## config.mk

```make
export PLATFORM = sky130hd
export DESIGN_NAME = sdmc_ctrl
export DESIGN_NICKNAME = d
export VERILOG_FILES = /design/src/sv/sdmc_pkg.sv /design/src/sv/sdmc_ctrl.sv
export SDC_FILE = /design/constraint.sdc
export NUM_CORES = 1
export LEC_CHECK = 0
export ABC_AREA = 1
export BUFFER_PORTS_ARGS = -buffer_cell sky130_fd_sc_hd__buf_2
export CORE_ASPECT_RATIO = 1.25
export CORE_UTILIZATION = 45
export CTS_CLUSTER_SIZE = 40
export DETAILED_ROUTE_END_ITERATION = 10
export PLACE_DENSITY = 0.78
export REMOVE_ABC_BUFFERS = 1
export SLEW_MARGIN = 20
export SYNTH_ARGS = -nofsm -noshare
export SYNTH_HDL_FRONTEND = slang
export SYNTH_SLANG_ARGS = --single-unit
```

## constraint.sdc

```tcl
create_clock -name i_clk -period 1.4 [get_ports i_clk]
set_clock_uncertainty 0.2 [all_clocks]
set_input_delay 0.28 -clock i_clk [delete_from_list [all_inputs] [get_ports i_clk]]
set_output_delay 0.28 -clock i_clk [all_outputs]
set_load 0.02 [all_outputs]
```

## src/sv/sdmc_pkg.sv

```systemverilog
// shared types and constants for the snooping direct-mapped cache
// no dependencies
`default_nettype none
package sdmc_pkg;
    localparam int ADDR_W     = 12;
    localparam int DATA_W     = 32;
    localparam int CNT_W      = 48;
    localparam int COST_W     = 8;
    localparam int CFG_IDX_W  = 1;
    localparam int DEF_LINE_COUNT     = 64;
    localparam int DEF_WORDS_PER_LINE = 4;
    localparam int DEF_MEMORY_WORDS   = 4096;
    localparam logic [COST_W-1:0] HIT_COST_RST  = 8'd1;
    localparam logic [COST_W-1:0] MISS_COST_RST = 8'd16;

    typedef enum logic [2:0] {
        OP_CPU_RD  = 3'd0,
        OP_CPU_WR  = 3'd1,
        OP_SNP_RD  = 3'd2,
        OP_SNP_RDX = 3'd3,
        OP_SNP_INV = 3'd4,
        OP_SNP_WB  = 3'd5,
        OP_RSV6    = 3'd6,
        OP_RSV7    = 3'd7
    } t_op;

    typedef enum logic [0:0] {
        CFG_HIT_COST  = 1'b0,
        CFG_MISS_COST = 1'b1
    } t_cfg_idx;

    typedef struct packed {
        logic latch;      // take the request
        logic look;       // lookup cycle, hit flag is live
        logic flush_sel;  // line ram read walks the word counter
        logic flush_we;   // victim word to backing memory
        logic fill_we;    // backing word into the line
        logic fill_done;  // new tag, line valid and clean, miss cost
        logic w_clr;
        logic w_inc;
        logic cpu_write;
        logic hit_add;
        logic inval;
        logic clean;
        logic emit;
        logic rd_sel;
        logic clear_we;
    } t_cmd;

    typedef struct packed {
        t_op  op;
        logic hit;
        logic dirty;      // valid and dirty
        logic last_word;
        logic clear_last;
    } t_stat;
endpackage
`default_nettype wire

```

## src/sv/sdmc_ctrl.sv

```systemverilog
// controller state machine of the cache
// depends on sdmc_pkg
`default_nettype none
module sdmc_ctrl (
    input  wire logic          i_clk,
    input  wire logic          i_rst_n,
    input  wire logic          start,
    output logic               busy,
    input  wire sdmc_pkg::t_stat i_stat,
    output sdmc_pkg::t_cmd     o_cmd
);
    import sdmc_pkg::*;

    typedef enum logic [8:0] {
        S_CLEAR = 9'b000000001,
        S_IDLE  = 9'b000000010,
        S_TAG   = 9'b000000100,
        S_LOOK  = 9'b000001000,
        S_FL_RD = 9'b000010000,
        S_FL_WR = 9'b000100000,
        S_FI_RD = 9'b001000000,
        S_FI_WR = 9'b010000000,
        S_ACC   = 9'b100000000
    } t_state;

    t_state r_state, n_state;
    logic   r_rd2, n_rd2;
    logic   cpu;

    assign busy = (r_state != S_IDLE) || r_rd2;
    assign cpu  = (i_stat.op == OP_CPU_RD) || (i_stat.op == OP_CPU_WR);

    always_comb begin
        n_state = r_state;
        n_rd2   = 1'b0;
        o_cmd   = '0;
        unique case (r_state)
            S_CLEAR: begin
                o_cmd.clear_we = 1'b1;
                if (i_stat.clear_last) begin
                    n_state = S_IDLE;
                end
            end
            S_IDLE: begin
                if (r_rd2) begin
                    // read after a fill
                    o_cmd.emit   = 1'b1;
                    o_cmd.rd_sel = 1'b1;
                end else if (start) begin
                    o_cmd.latch = 1'b1;
                    n_state     = S_TAG;
                end
            end
            S_TAG: n_state = S_LOOK;
            S_LOOK: begin
                o_cmd.look = 1'b1;
                o_cmd.w_clr = 1'b1;
                n_state = S_IDLE;
                if (cpu) begin
                    if (i_stat.hit) begin
                        o_cmd.hit_add = 1'b1;
                        o_cmd.emit    = 1'b1;
                        o_cmd.rd_sel  = (i_stat.op == OP_CPU_RD);
                        o_cmd.cpu_write = (i_stat.op == OP_CPU_WR);
                    end else if (i_stat.dirty) begin
                        n_state = S_FL_RD;
                    end else begin
                        n_state = S_FI_RD;
                    end
                end else if (i_stat.op == OP_SNP_RD || i_stat.op == OP_SNP_WB) begin
                    if (i_stat.hit && i_stat.dirty) begin
                        n_state = S_FL_RD;
                    end else begin
                        o_cmd.emit = 1'b1;
                    end
                end else begin
                    o_cmd.inval = i_stat.hit &&
                        (i_stat.op == OP_SNP_RDX || i_stat.op == OP_SNP_INV);
                    o_cmd.emit  = 1'b1;
                end
            end
            S_FL_RD: begin
                o_cmd.flush_sel = 1'b1;
                n_state = S_FL_WR;
            end
            S_FL_WR: begin
                o_cmd.flush_sel = 1'b1;
                o_cmd.flush_we  = 1'b1;
                o_cmd.w_inc     = 1'b1;
                n_state = S_FL_RD;
                if (i_stat.last_word) begin
                    o_cmd.clean = 1'b1;
                    o_cmd.w_clr = 1'b1;
                    if (cpu) begin
                        n_state = S_FI_RD;
                    end else begin
                        o_cmd.inval = (i_stat.op == OP_SNP_WB);
                        o_cmd.emit  = 1'b1;
                        n_state = S_IDLE;
                    end
                end
            end
            S_FI_RD: n_state = S_FI_WR;
            S_FI_WR: begin
                o_cmd.fill_we = 1'b1;
                o_cmd.w_inc   = 1'b1;
                n_state = S_FI_RD;
                if (i_stat.last_word) begin
                    o_cmd.fill_done = 1'b1;
                    n_state = S_ACC;
                end
            end
            S_ACC: begin
                n_state = S_IDLE;
                if (i_stat.op == OP_CPU_WR) begin
                    o_cmd.cpu_write = 1'b1;
                    o_cmd.emit      = 1'b1;
                end else begin
                    n_rd2 = 1'b1;
                end
            end
            default: n_state = S_IDLE;
        endcase
    end

    always_ff @(posedge i_clk) begin
        if (!i_rst_n) begin
            r_state <= S_CLEAR;
            r_rd2   <= 1'b0;
        end else begin
            r_state <= n_state;
            r_rd2   <= n_rd2;
        end
    end
endmodule
`default_nettype wire

```

==> tab_implementation.tex, run 1 <==
\begin{tabular}{lr}
\hline
Metric & Value \\
\hline
\multicolumn{2}{l}{\textbf{Clock network}} \\
\quad CTS buffer count & 3 \\
\quad CTS H-tree depth & 1 \\
\quad Clock transition time at the flip-flop clock pins of the worst setup and hold paths & 0.08 ns \\
\quad Clock Tree Root & sky130\_fd\_sc\_hd\_\_clkbuf\_4 \\
\quad CTS tree & done \\
\quad Clock tree sinks & 10 \\
\quad Buffer levels on the longest clock path & 2 \\
\quad Post-CTS Hold Buffers & 0 \\
\quad Clock network latency to the later pin of the worst-skew pair & approximately 0.28 ns \\
\multicolumn{2}{l}{\textbf{Timing}} \\
\quad Endpoints failing hold & 0 \\
\quad Final critical-path required period & 2.03 ns \\
\quad Share of the clock period used by the worst path & 145\% \\
\quad Post-layout worst setup margin & -0.634 ns \\
\quad Headroom to the max-slew limit & a little over 80\% \\
\quad Tightest Pin Transition & 0.256 ns \\
\quad Unrepaired setup endpoints after global routing & true \\
\quad Finish-stage setup viols & 23 \\
\quad Maximum operating frequency & 492 MHz \\
\quad Max Transition Viols Final & 0 \\
\multicolumn{2}{l}{\textbf{Critical path}} \\
\quad Critical path type & flop to output port \\
\quad Maximum net fanout on the critical path & 3 \\
\quad Worst R2R Path Depth & 11 \\
\quad CP Buf/Inv Count & 2 \\
\quad Highest-delay cell along the critical path & sky130\_fd\_sc\_hd\_\_dfxtp\_2 \\
\quad R2R Setup Slk & -0.27 ns \\
\quad End of the worst register-to-register path & r\_state[1] \\
\quad Required @ worst endpoint & between 0.9 and 1 ns \\
\quad Series of cell instances along the critical path & nor2\_4 -> nand2\_2 -> nor2\_4 -> nand2\_2 -> inv\_2 -> nand2\_2 -> nor2\_2 -> buf\_6 \\
\quad Data arrival time of the critical path & 1.55 ns \\
\quad Crit path top cell by count & sky130\_fd\_sc\_hd\_\_nand2\_2 \\
\quad Delay contributed by the slowest stage of the critical path & about 0.34 ns \\
\quad Startpoint kind of the worst setup timing path & flop \\
\quad Cell family with most CP delay & simple AND/OR/NAND/NOR gates \\
\quad Startpoint of the worst-slack reg-to-reg timing path & r\_state[2] \\
\quad Sort of element at the end of the critical path & output port \\
\multicolumn{2}{l}{\textbf{Global route}} \\
\quad Tot GR Track Use & 30.9\% \\
\quad Largest net degree at the start of global routing & 7 \\
\quad Global-route wire length before repair & between 4000 and 5000 um \\
\quad Antenna violations before repair & 0 \\
\quad Via count of the first global-routing pass & 1113 \\
\quad GRT overflow & 0 \\
\multicolumn{2}{l}{\textbf{Cells and area}} \\
\quad Share of the core filled with cells & 85.8\% \\
\quad Filler Cell Count & 93 \\
\quad Diode insertion count for antenna repair & 0 \\
\quad Most frequent cells in the layout & sky130\_fd\_sc\_hd\_\_buf\_6 (23), sky130\_fd\_sc\_hd\_\_buf\_4 (22), sky130\_fd\_sc\_hd\_\_inv\_1 (20) \\
\quad Final Instance Area & 1520 um2 \\
\quad Leading cell type in the layout, fill and taps excluded & sky130\_fd\_sc\_hd\_\_buf\_6 \\
\quad Area of combinational cells with multiple inputs & between 600 and 700 um2 \\
\quad NumNets Final & 200 \\
\quad Layout-stage area growth over the synthesis result & 79.7\% \\
\quad Sequential cell area & 210 um2 \\
\quad Layout cell share with drive strength beyond 1 & roughly 67\% \\
\multicolumn{2}{l}{\textbf{Detailed routing}} \\
\quad Via density & 5.28 \\
\quad Number of DRC violations after detailed-routing iteration 0 & 21 \\
\quad Drc violations & 1 \\
\quad Post-detailed-route count of antenna-violating nets & 0 \\
\quad First-pass iteration count of the detailed router & 7 \\
\quad Total wirelength of the detailed-routed design & between 3000 and 4000 um \\
\quad Routed wire per std cell & around 15 um \\
\quad Total via count in the routed design & roughly 1100 \\
\multicolumn{2}{l}{\textbf{Floorplanning}} \\
\quad Die outline height & approximately 50 um \\
\quad X dimension of the die & $\sim$40 um \\
\quad Die area & 2050 um2 \\
\quad Top-level I/O count & 26 \\
\quad Starting density of the core & 47.8\% \\
\quad Core Area & 1770 um2 \\
\quad \# rows & 17 \\
\multicolumn{2}{l}{\textbf{Power}} \\
\quad Power Density & 519 nW/um2 \\
\quad Peak supply drop & about 400 uV \\
\quad Post-layout total power & 787 uW \\
\quad LEAKAGE & between 0.0007 and 0.0008 uW \\
\multicolumn{2}{l}{\textbf{Synthesis}} \\
\quad Share of the yosys chip area belonging to registers & 23.7\% \\
\quad Post-Syn Area & 843 um2 \\
\quad Post-synthesis cell count & 130 \\
\quad Flop and latch count out of synthesis & 10 \\
\quad Warnings, synthesis & 0 \\
\quad Distinct cell type count of the synthesized netlist & 24 \\
\quad Avg Inst Size Synth & 6.49 um2 \\
\multicolumn{2}{l}{\textbf{Placed design}} \\
\quad Post-detail-place hpwl & 1860 um \\
\quad Port-buffer cells & 25 \\
\quad Placed Instance Area & 1170 um2 \\
\quad Routability congestion estimate from global placement & 0.776 \\
\multicolumn{2}{l}{\textbf{Status}} \\
\quad Outcome & finished with violations \\
\quad Failing checks & design-rule violations, negative setup slack \\
\multicolumn{2}{l}{\textbf{Hold path}} \\
\quad Worst min-delay path startpoint & start \\
\quad Min-Delay Path Depth & 3 \\
\quad Worst min-delay path category & input port to flop \\
\quad Endpoint with the worst hold slack & r\_state[2] \\
\multicolumn{2}{l}{\textbf{Job}} \\
\quad Max-cap violation count & 0 \\
\hline
\end{tabular}
==> final cells by class <==
type                       instances  share of cell area (%)
multi-input combinational         88                    42.4
sequential                        10                    13.9
inverter                          32                    8.42
tap                               19                    1.57
clock buffer                       4                    2.39
timing repair buffer              55                    31.3
==> synth_stat cells (all sizes together) <==
cell / number / area, um2
inv: 32 / 123
nand2: 29 / 126
nor2: 25 / 166
nand3: 13 / 90.1
dfxtp: 10 / 200
a21oi: 6 / 37.5
o21ai: 5 / 28.8
nor3: 4 / 25.0
nand4: 2 / 18.8
o211ai: 2 / 15.0
nor4: 1 / 6.26
or2: 1 / 6.26
==> logic make-up after synthesis <==
group,Yosys count,share of synthesized area [%]
and+or+nand+nor,75,52.1
buffers and inverters,32,14.5
AOI/OAI and AO/OA,13,9.64
DFF,10,23.7
==> power breakdown <==
group          switching [uW]  internal (uW)  total, uW
logic                     126           88.0        214
registers                9.20            291        301
clock network             115            158        273
total                     250            538        787
==> state kept, by name, summed over array words and instances, names as in the netlist <==
register	count
r_rd2	1
r_state	9
==> per-layer routing <==
metal,part of all wire (%),global-route usage [%],routed length [um]
met5,0,0,0
met4,2.9,13.9,89
met3,6.6,4.42,202
met2,55,59.5,1690
met1,35,28.3,1090
==> worst register-to-register path: cells and delay by family, from the launching register on <==
kind	cells	cell delay (ns)
simple gates	9	0.84
flops	1	0.34
buf+inv	2	0.17
==> metrics by stage <==
step | TNS, ns | worst slack (ns) | hold slack, ns | instances
after floorplan | -2.54 | -0.379 | 0.169 | 130
after global placement | -3.14 | -0.288 | 0.343 | 198
after detailed placement | -3.85 | -0.306 | 0.339 | 198
after CTS | -8.48 | -0.546 | 0.0585 | 209
after global routing | -10.10 | -0.700 | 0.0837 | 208
final | -9.06 | -0.634 | 0.0839 | 208
==> repair_timing <==
item | in CTS | in global routing
pin swaps | 10 | 17
endpoints found under the setup margin | 23 | 25
cloned | 0 | 0
buffers inserted | 8 | 6
resized for setup | 51 | 34
==> worst max path at each step <==
| stage | from | to | slack [ns] | depth (start not counted) |
|---|---|---|---|---|
| CTS | r_state[3] | o_cmd[14] | -0.55 | 8 |
| finish | r_state[2] | o_cmd[14] | -0.63 | 8 |
| global placement | i_stat[5] | o_cmd[2] | -0.29 | 7 |
| global route | r_state[2] | o_cmd[14] | -0.70 | 8 |
| detailed placement | r_state[4] | o_cmd[1] | -0.31 | 8 |
| floorplan | r_state[2] | o_cmd[14] | -0.38 | 7 |
(Power assumes the default switching activity.)
==> run 2: changes to the inputs <==
Settings changed: CORE_ASPECT_RATIO 1.25 to 0.75.
==> run 2 against run 1 <==
The flow finishes with violations (negative setup slack). Via count is 20% higher. Count of clock-buffer cells in the layout is 1 lower. Hold slack worse by 0.0048 ns. Critical endpoint is now o_cmd[2].
==> tab_implementation.tex, run 2 (synthesized netlist as in run 1, its figures left out) <==
\begin{tabular}{lr}
\hline
Metric & Value \\
\hline
\multicolumn{2}{l}{\textbf{Status}} \\
\quad Outcome & finished with violations \\
\quad Failing checks & negative setup slack \\
\multicolumn{2}{l}{\textbf{Detailed routing}} \\
\quad First-pass iteration count of the detailed router & 5 (-2) \\
\quad Routed wire per std cell & 20.8 um (+41\%) \\
\quad Total wirelength of the detailed-routed design & 4620 um (+51\%) \\
\quad Drc violations & 0 (-1) \\
\quad Post-detailed-route count of antenna-violating nets & 0 (unchanged) \\
\quad Total via count in the routed design & 1321 (+20\%) \\
\quad Via density & 5.95 (+13\%) \\
\quad Number of DRC violations after detailed-routing iteration 0 & 78 (+270\%) \\
\multicolumn{2}{l}{\textbf{Cells and area}} \\
\quad Number of standard cells in the final layout excluding fillers & 222 (+6.7\%) \\
\quad Diode insertion count for antenna repair & 0 (unchanged) \\
\quad Leading cell type in the layout, fill and taps excluded & sky130\_fd\_sc\_hd\_\_buf\_6 \\
\quad Max FFs per register & 9 (unchanged) \\
\quad Register with the most flip-flops & r\_state \\
\quad Most frequent cells in the layout & sky130\_fd\_sc\_hd\_\_buf\_6 (30), sky130\_fd\_sc\_hd\_\_buf\_4 (27), sky130\_fd\_sc\_hd\_\_inv\_1 (21) \\
\quad Layout-stage area growth over the synthesis result & 95.8\% \\
\quad Layout cell share with drive strength beyond 1 & 67.0\% (-0.20 points) \\
\quad Top Registers & r\_state (9), r\_rd2 (1) \\
\quad NumNets Final & 212 (+6.0\%) \\
\multicolumn{2}{l}{\textbf{Job}} \\
\quad Max-cap violation count & 0 (unchanged) \\
\multicolumn{2}{l}{\textbf{Placed design}} \\
\quad Post-detail-place hpwl & 2060 um (+11\%) \\
\quad Number of instances in the placed design & 205 (+3.5\%) \\
\quad Routability congestion estimate from global placement & 0.859 (+11\%) \\
\quad Port-buffer cells & 25 (unchanged) \\
\multicolumn{2}{l}{\textbf{Floorplanning}} \\
\quad Die area & 2050 um2 (about the same) \\
\quad Die outline height & 39.5 um (-22\%) \\
\quad Core Area & 1740 um2 (-1.4\%) \\
\quad X dimension of the die & 52.0 um (+28\%) \\
\quad Top-level I/O count & 26 (unchanged) \\
\quad Starting density of the core & 48.5\% (+0.69 points) \\
\quad \# rows & 13 (-4) \\
\multicolumn{2}{l}{\textbf{Timing}} \\
\quad Maximum operating frequency & 469 MHz (-4.6\%) \\
\quad Headroom to the max-slew limit & 72.6\% (-10 points) \\
\quad Unrepaired setup endpoints after global routing & true \\
\quad Final critical-path required period & 2.13 ns (+0.0978 ns) \\
\quad Max Transition Viols Final & 0 (unchanged) \\
\quad Tightest Pin Transition & 0.407 ns (+0.151 ns) \\
\quad Finish-stage setup viols & 25 (+8.7\%) \\
\quad Share of the clock period used by the worst path & 152\% (+7.0 points) \\
\quad Post-layout worst setup margin & -0.732 ns (-0.0978 ns) \\
\quad Endpoints failing hold & 0 (unchanged) \\
\multicolumn{2}{l}{\textbf{Clock network}} \\
\quad Clock tree sinks & 10 (unchanged) \\
\quad CTS tree & done \\
\quad CTS H-tree depth & 1 (unchanged) \\
\quad Clock network latency to the later pin of the worst-skew pair & 0.29 ns (about the same) \\
\quad Buffer levels on the longest clock path & 2 (unchanged) \\
\quad CTS buffer count & 3 (unchanged) \\
\quad Clock transition time at the flip-flop clock pins of the worst setup and hold paths & 0.08 ns (about the same) \\
\quad Clock Tree Root & sky130\_fd\_sc\_hd\_\_clkbuf\_4 \\
\multicolumn{2}{l}{\textbf{Critical path}} \\
\quad Startpoint of the worst-slack reg-to-reg timing path & r\_state[5] \\
\quad CP Buf/Inv Count & 2 (unchanged) \\
\quad Required @ worst endpoint & 0.92 ns (about the same) \\
\quad End of the worst register-to-register path & r\_state[1] \\
\quad R2R Setup Slk & -0.48 ns (-0.21 ns) \\
\quad Critical path type & flop to output port \\
\quad Startpoint kind of the worst setup timing path & flop \\
\quad Maximum net fanout on the critical path & 4 (+1) \\
\quad Sort of element at the end of the critical path & output port \\
\quad Data arrival time of the critical path & 1.65 ns (+0.10 ns) \\
\quad Highest-delay cell along the critical path & sky130\_fd\_sc\_hd\_\_dfxtp\_2 \\
\quad Delay contributed by the slowest stage of the critical path & 0.36 ns (+0.02 ns) \\
\quad Worst R2R Path Depth & 13 (+2) \\
\quad Series of cell instances along the critical path & nor2\_4 -> nand2\_4 -> inv\_4 -> nand4\_1 -> o211ai\_1 -> buf\_4 \\
\quad Cell family with most CP delay & simple AND/OR/NAND/NOR gates \\
\multicolumn{2}{l}{\textbf{Global route}} \\
\quad Global-route wire length before repair & 4650 um (+5.8\%) \\
\quad Tot GR Track Use & 33.2\% (+2.3 points) \\
\quad Largest net degree at the start of global routing & 6 (-1) \\
\quad GRT overflow & 0 (unchanged) \\
\quad Via count of the first global-routing pass & 1058 (-4.9\%) \\
\quad Antenna violations before repair & 0 (unchanged) \\
\multicolumn{2}{l}{\textbf{Power}} \\
\quad Internal power & 505 uW (-6.0\%) \\
\quad Net switching power figure & 281 uW (+13\%) \\
\quad Fraction of power consumed by the clock network & 28.3\% (-6.3 points) \\
\quad Share of power burned in registers & 38.2\% (about the same) \\
\quad LEAKAGE & 0.000833 uW (+12\%) \\
\quad Fraction of power consumed by combinational cells & 33.5\% (+6.3 points) \\
\quad Power Density & 476 nW/um2 (-8.3\%) \\
\quad Post-layout total power & 787 uW (about the same) \\
\quad Switching portion of total power & 35.8\% (+4.1 points) \\
\quad Peak supply drop & 602 uV (+52\%) \\
\multicolumn{2}{l}{\textbf{Hold path}} \\
\quad Endpoint with the worst hold slack & r\_state[0] \\
\quad Worst min-delay path startpoint & i\_rst\_n \\
\quad Worst min-delay path category & input port to flop \\
\quad Min-Delay Path Depth & 2 (-1) \\
\hline
\end{tabular}
[run 2: changes by cell type in the layout (fill, tap and decap cells not counted), moves of 2 or more]
| cell | change |
|---|---|
| sky130_fd_sc_hd__nand2_1 | +2 |
| sky130_fd_sc_hd__a21oi_4 | +2 |
| sky130_fd_sc_hd__nand3_1 | +4 |
| sky130_fd_sc_hd__buf_4 | +5 |
| sky130_fd_sc_hd__buf_6 | +7 |
| sky130_fd_sc_hd__nand2_2 | -5 |
| sky130_fd_sc_hd__nand3_2 | -4 |
| sky130_fd_sc_hd__nand2_4 | +3 |
[run 2: through the flow]
step | setup TNS, ns | instance area (um2) | hold slack [ns] | util [%] | setup slack [ns]
after global placement | -3.34 | 1210 | 0.329 | 69.3 | -0.327
after CTS | -8.44 | 1470 | 0.0568 | 84.2 | -0.564
final | -11.59 | 1650 | 0.0791 | 94.9 | -0.732
after floorplan | -2.54 | 843 | 0.169 | - | -0.379
after global routing | -12.29 | 1650 | 0.0687 | 94.9 | -0.819
after detailed placement | -4.29 | 1210 | 0.333 | 69.3 | -0.370
[run 2: layout make-up]
| type | count | area [um2] |
|---|---|---|
| multi-input combinational | 88 | 657 |
| timing repair buffer | 67 | 606 |
| sequential | 10 | 211 |
| inverter | 32 | 128 |
| fill | 54 | 88.8 |
| tap | 22 | 27.5 |
| clock buffer | 3 | 22.5 |
[run 2: worst reg2reg max path: cells and delay by family (launching register included)]
family	cells	cell delay (ns)
and+or+nand+nor	8	0.71
DFF	1	0.36
buffers and inverters	5	0.51
[run 2: power groups by stage]
stage / combinational [uW] / sequential, uW / clock [uW]
2_1_floorplan: 92.0 / 306 / 0
3_5_place_dp: 182 / 304 / 0
4_1_cts: 209 / 299 / 208
6_report: 264 / 300 / 223
3_3_place_gp: 175 / 303 / 0
5_1_grt: 275 / 300 / 236
[run 2: how the worst max path moves through the flow]
| stage | slack, ns | from | endpoint | depth (start not counted) |
|---|---|---|---|---|
| after floorplan | -0.38 | r_state[2] | o_cmd[14] | 7 |
| after global placement | -0.33 | i_stat[5] | o_cmd[2] | 10 |
| after detailed placement | -0.37 | i_stat[4] | o_cmd[2] | 10 |
| after CTS | -0.56 | r_state[1] | o_cmd[2] | 6 |
| after global routing | -0.82 | r_state[2] | o_cmd[2] | 8 |
| final | -0.73 | r_state[5] | o_cmd[2] | 6 |
[run 2: what timing repair did]
item | CTS | global route
resized for setup | 60 | 35
pin swaps | 13 | 18
setup endpoints to repair | 24 | 24
setup buffers | 8 | 9
hold buffers | 0 | 0
[run 2: routing by layer]
metal  track usage (%)  wire [um]  up-vias
li1                  -          -      541
met1              33.0       1580      592
met2              64.1       2120      142
met3              9.30        581       46
met4              16.9        342        0
met5                 0          0        -
==> run 3: changes to the inputs <==
Settings changed: SETUP_SLACK_MARGIN set to 0.5.
==> run 3 against run 2 <==
The flow still finishes with violations (negative setup slack). First-iteration DRC count decreased by 1.3%. Critical path type is now input port to output port. Cell area is 1.8% lower. Critical endpoint unchanged. Setup slack better by 0.026 ns. Critical path depth is 4 higher. Largest cell class unchanged. Largest power group unchanged. Total power is 1.0% lower. Die area is the same. Global-route usage unchanged. Sequential cell count is the same. Register-to-register slack gained 0.09 ns. Maximum frequency up 1.3%.
==> tab_implementation.tex, run 3 (synthesized netlist as in run 1, its figures left out) <==
\begin{tabular}{lr}
\hline
Metric & Value \\
\hline
\multicolumn{2}{l}{\textbf{Critical path}} \\
\quad Required @ worst endpoint & 0.92 ns (about the same) \\
\quad R2R Setup Slk & -0.39 ns (+0.09 ns) \\
\quad Series of cell instances along the critical path & buf\_2 -> inv\_1 -> nand3\_1 -> nand2\_1 -> nand2\_1 -> nand2\_1 -> nor2\_1 -> nor2\_1 -> o211ai\_1 -> buf\_4 \\
\quad Critical path type & input port to output port \\
\quad End of the worst register-to-register path & r\_state[1] \\
\quad CP Buf/Inv Count & 3 (+1) \\
\quad Delay contributed by the slowest stage of the critical path & 0.24 ns (-0.12 ns) \\
\quad Cell family with most CP delay & simple AND/OR/NAND/NOR gates \\
\quad Maximum net fanout on the critical path & 4 (unchanged) \\
\quad Highest-delay cell along the critical path & sky130\_fd\_sc\_hd\_\_nor2\_1 \\
\quad Crit path top cell by count & sky130\_fd\_sc\_hd\_\_nand2\_1 \\
\quad Startpoint kind of the worst setup timing path & input port \\
\quad Data arrival time of the critical path & 1.63 ns (-0.02 ns) \\
\quad Startpoint of the worst-slack reg-to-reg timing path & r\_state[7] \\
\quad Sort of element at the end of the critical path & output port \\
\quad Worst R2R Path Depth & 13 (unchanged) \\
\multicolumn{2}{l}{\textbf{Cells and area}} \\
\quad Most frequent cells in the layout & sky130\_fd\_sc\_hd\_\_buf\_6 (30), sky130\_fd\_sc\_hd\_\_buf\_4 (28), sky130\_fd\_sc\_hd\_\_inv\_1 (21) \\
\quad Max FFs per register & 9 (unchanged) \\
\quad Layout-stage area growth over the synthesis result & 92.3\% \\
\quad Diode insertion count for antenna repair & 0 (unchanged) \\
\quad Number of standard cells in the final layout excluding fillers & 222 (unchanged) \\
\quad Final Instance Area & 1620 um2 (-1.8\%) \\
\quad Leading cell type in the layout, fill and taps excluded & sky130\_fd\_sc\_hd\_\_buf\_6 \\
\quad Register with the most flip-flops & r\_state \\
\quad Top Registers & r\_state (9), r\_rd2 (1) \\
\quad Layout cell share with drive strength beyond 1 & 67.0\% (unchanged) \\
\quad NumNets Final & 212 (unchanged) \\
\multicolumn{2}{l}{\textbf{Detailed routing}} \\
\quad Routed wire per std cell & 17.6 um (-15\%) \\
\quad Total via count in the routed design & 1227 (-7.1\%) \\
\quad Drc violations & 0 (unchanged) \\
\quad First-pass iteration count of the detailed router & 4 (-1) \\
\quad Total wirelength of the detailed-routed design & 3920 um (-15\%) \\
\quad Post-detailed-route count of antenna-violating nets & 0 (unchanged) \\
\quad Number of DRC violations after detailed-routing iteration 0 & 77 (-1.3\%) \\
\quad Via density & 5.53 (-7.1\%) \\
\multicolumn{2}{l}{\textbf{Power}} \\
\quad LEAKAGE & 0.000826 uW (-0.91\%) \\
\quad Peak supply drop & 460 uV (-24\%) \\
\quad Power Density & 480 nW/um2 (+0.79\%) \\
\multicolumn{2}{l}{\textbf{Timing}} \\
\quad Headroom to the max-slew limit & 69.1\% (-3.5 points) \\
\quad Post-layout worst setup margin & -0.706 ns (+0.0264 ns) \\
\quad Max Transition Viols Final & 0 (unchanged) \\
\quad Final critical-path required period & 2.11 ns (-0.0264 ns) \\
\quad Endpoints failing hold & 0 (unchanged) \\
\quad Share of the clock period used by the worst path & 150\% (-1.9 points) \\
\quad Finish-stage setup viols & 24 (-4.0\%) \\
\quad Tightest Pin Transition & 0.459 ns (+0.0518 ns) \\
\quad Unrepaired setup endpoints after global routing & true \\
\quad Maximum operating frequency & 475 MHz (+1.3\%) \\
\multicolumn{2}{l}{\textbf{Clock network}} \\
\quad Clock transition time at the flip-flop clock pins of the worst setup and hold paths & 0.07 ns (about the same) \\
\quad Post-CTS Hold Buffers & 0 (unchanged) \\
\quad Clock Tree Root & sky130\_fd\_sc\_hd\_\_clkbuf\_4 \\
\quad CTS buffer count & 3 (unchanged) \\
\quad Clock tree sinks & 10 (unchanged) \\
\quad CTS tree & done \\
\quad CTS H-tree depth & 1 (unchanged) \\
\quad Buffer levels on the longest clock path & 2 (unchanged) \\
\quad Clock network latency to the later pin of the worst-skew pair & 0.29 ns (about the same) \\
\multicolumn{2}{l}{\textbf{Status}} \\
\quad Failing checks & negative setup slack \\
\quad Outcome & finished with violations \\
\multicolumn{2}{l}{\textbf{Hold path}} \\
\quad Min-Delay Path Depth & 2 (unchanged) \\
\quad Endpoint with the worst hold slack & r\_state[0] \\
\quad Worst min-delay path startpoint & i\_rst\_n \\
\quad Worst min-delay path category & input port to flop \\
\multicolumn{2}{l}{\textbf{Placed design}} \\
\quad Placed Instance Area & 1210 um2 (unchanged) \\
\quad Number of instances in the placed design & 205 (unchanged) \\
\quad Post-detail-place hpwl & 2060 um (unchanged) \\
\quad Worst slack at placement & -0.370 ns (unchanged) \\
\quad Port-buffer cells & 25 (unchanged) \\
\quad Routability congestion estimate from global placement & 0.859 (unchanged) \\
\multicolumn{2}{l}{\textbf{Global route}} \\
\quad Via count of the first global-routing pass & 1059 (+0.095\%) \\
\quad Antenna violations before repair & 0 (unchanged) \\
\quad Largest net degree at the start of global routing & 6 (unchanged) \\
\quad GRT overflow & 0 (unchanged) \\
\quad Global-route wire length before repair & 4650 um (unchanged) \\
\quad Tot GR Track Use & 33.2\% (unchanged) \\
\multicolumn{2}{l}{\textbf{Floorplanning}} \\
\quad Die outline height & 39.5 um (unchanged) \\
\quad Starting density of the core & 48.5\% (unchanged) \\
\quad Core Area & 1740 um2 (unchanged) \\
\quad X dimension of the die & 52.0 um (unchanged) \\
\quad Die area & 2050 um2 (unchanged) \\
\quad \# rows & 13 (unchanged) \\
\quad Top-level I/O count & 26 (unchanged) \\
\multicolumn{2}{l}{\textbf{Job}} \\
\quad Max-cap violation count & 0 (unchanged) \\
\hline
\end{tabular}
==> run 3: changes by cell type in the layout (fill, tap and decap cells not counted) <==
cell / change
sky130_fd_sc_hd__a21oi_2: +1
sky130_fd_sc_hd__buf_12: -1
sky130_fd_sc_hd__a21oi_4: -1
sky130_fd_sc_hd__buf_4: +1
sky130_fd_sc_hd__nand2_4: -2
sky130_fd_sc_hd__nand2_2: +2
==> run 3: repair_timing <==
action                     4_1_cts  5_1_grt
pin swaps                       13       13
buffers inserted                 8        6
setup endpoints to repair       26       26
gates resized for setup         61       29
==> run 3: worst max-delay path by stage <==
stage,startpoint,to,slack (ns),cells past startpoint
5_1_grt,r_state[7],o_cmd[2],-0.73,8
4_1_cts,r_state[1],o_cmd[2],-0.56,6
3_3_place_gp,i_stat[5],o_cmd[2],-0.33,10
2_1_floorplan,r_state[2],o_cmd[14],-0.38,7
6_report,i_stat[4],o_cmd[2],-0.71,10
3_5_place_dp,i_stat[4],o_cmd[2],-0.37,10
==> run 3: routing by layer <==
| layer | up-vias | wire (um) | global-route usage (%) |
|---|---|---|---|
| met1 | 569 | 1470 | 33.0 |
| li1 | 542 | - | - |
| met3 | 22 | 349 | 9.30 |
| met4 | 0 | 174 | 16.9 |
| met5 | - | 0 | 0 |
| met2 | 94 | 1930 | 64.1 |
==> run 3: final cells by class <==
| class | instances | area (um2) |
|---|---|---|
| Multi-Input combinational cell | 88 | 639 |
| Timing Repair Buffer | 67 | 593 |
| Sequential cell | 10 | 211 |
| Inverter | 32 | 128 |
| Fill cell | 69 | 119 |
| Tap cell | 22 | 27.5 |
| Clock buffer | 3 | 22.5 |
==> run 3: stage by stage <==
stage                     setup TNS (ns)  utilization, %  hold WS [ns]  total power [uW]
after floorplan                    -2.54               -         0.169               398
after CTS                          -8.46            84.2        0.0568               717
after global routing              -11.21            93.2        0.0640               798
after detailed placement           -4.29            69.3         0.333               486
after global placement             -3.34            69.3         0.329               478
final                             -10.36            93.2        0.0637               779
==> run 3: power by group <==
group	internal, uW	leakage [uW]	switching, uW
registers	292	0.0000849	7.85
logic	112	0.000727	148
clock network	100	0.0000138	119
total	504	0.000826	275
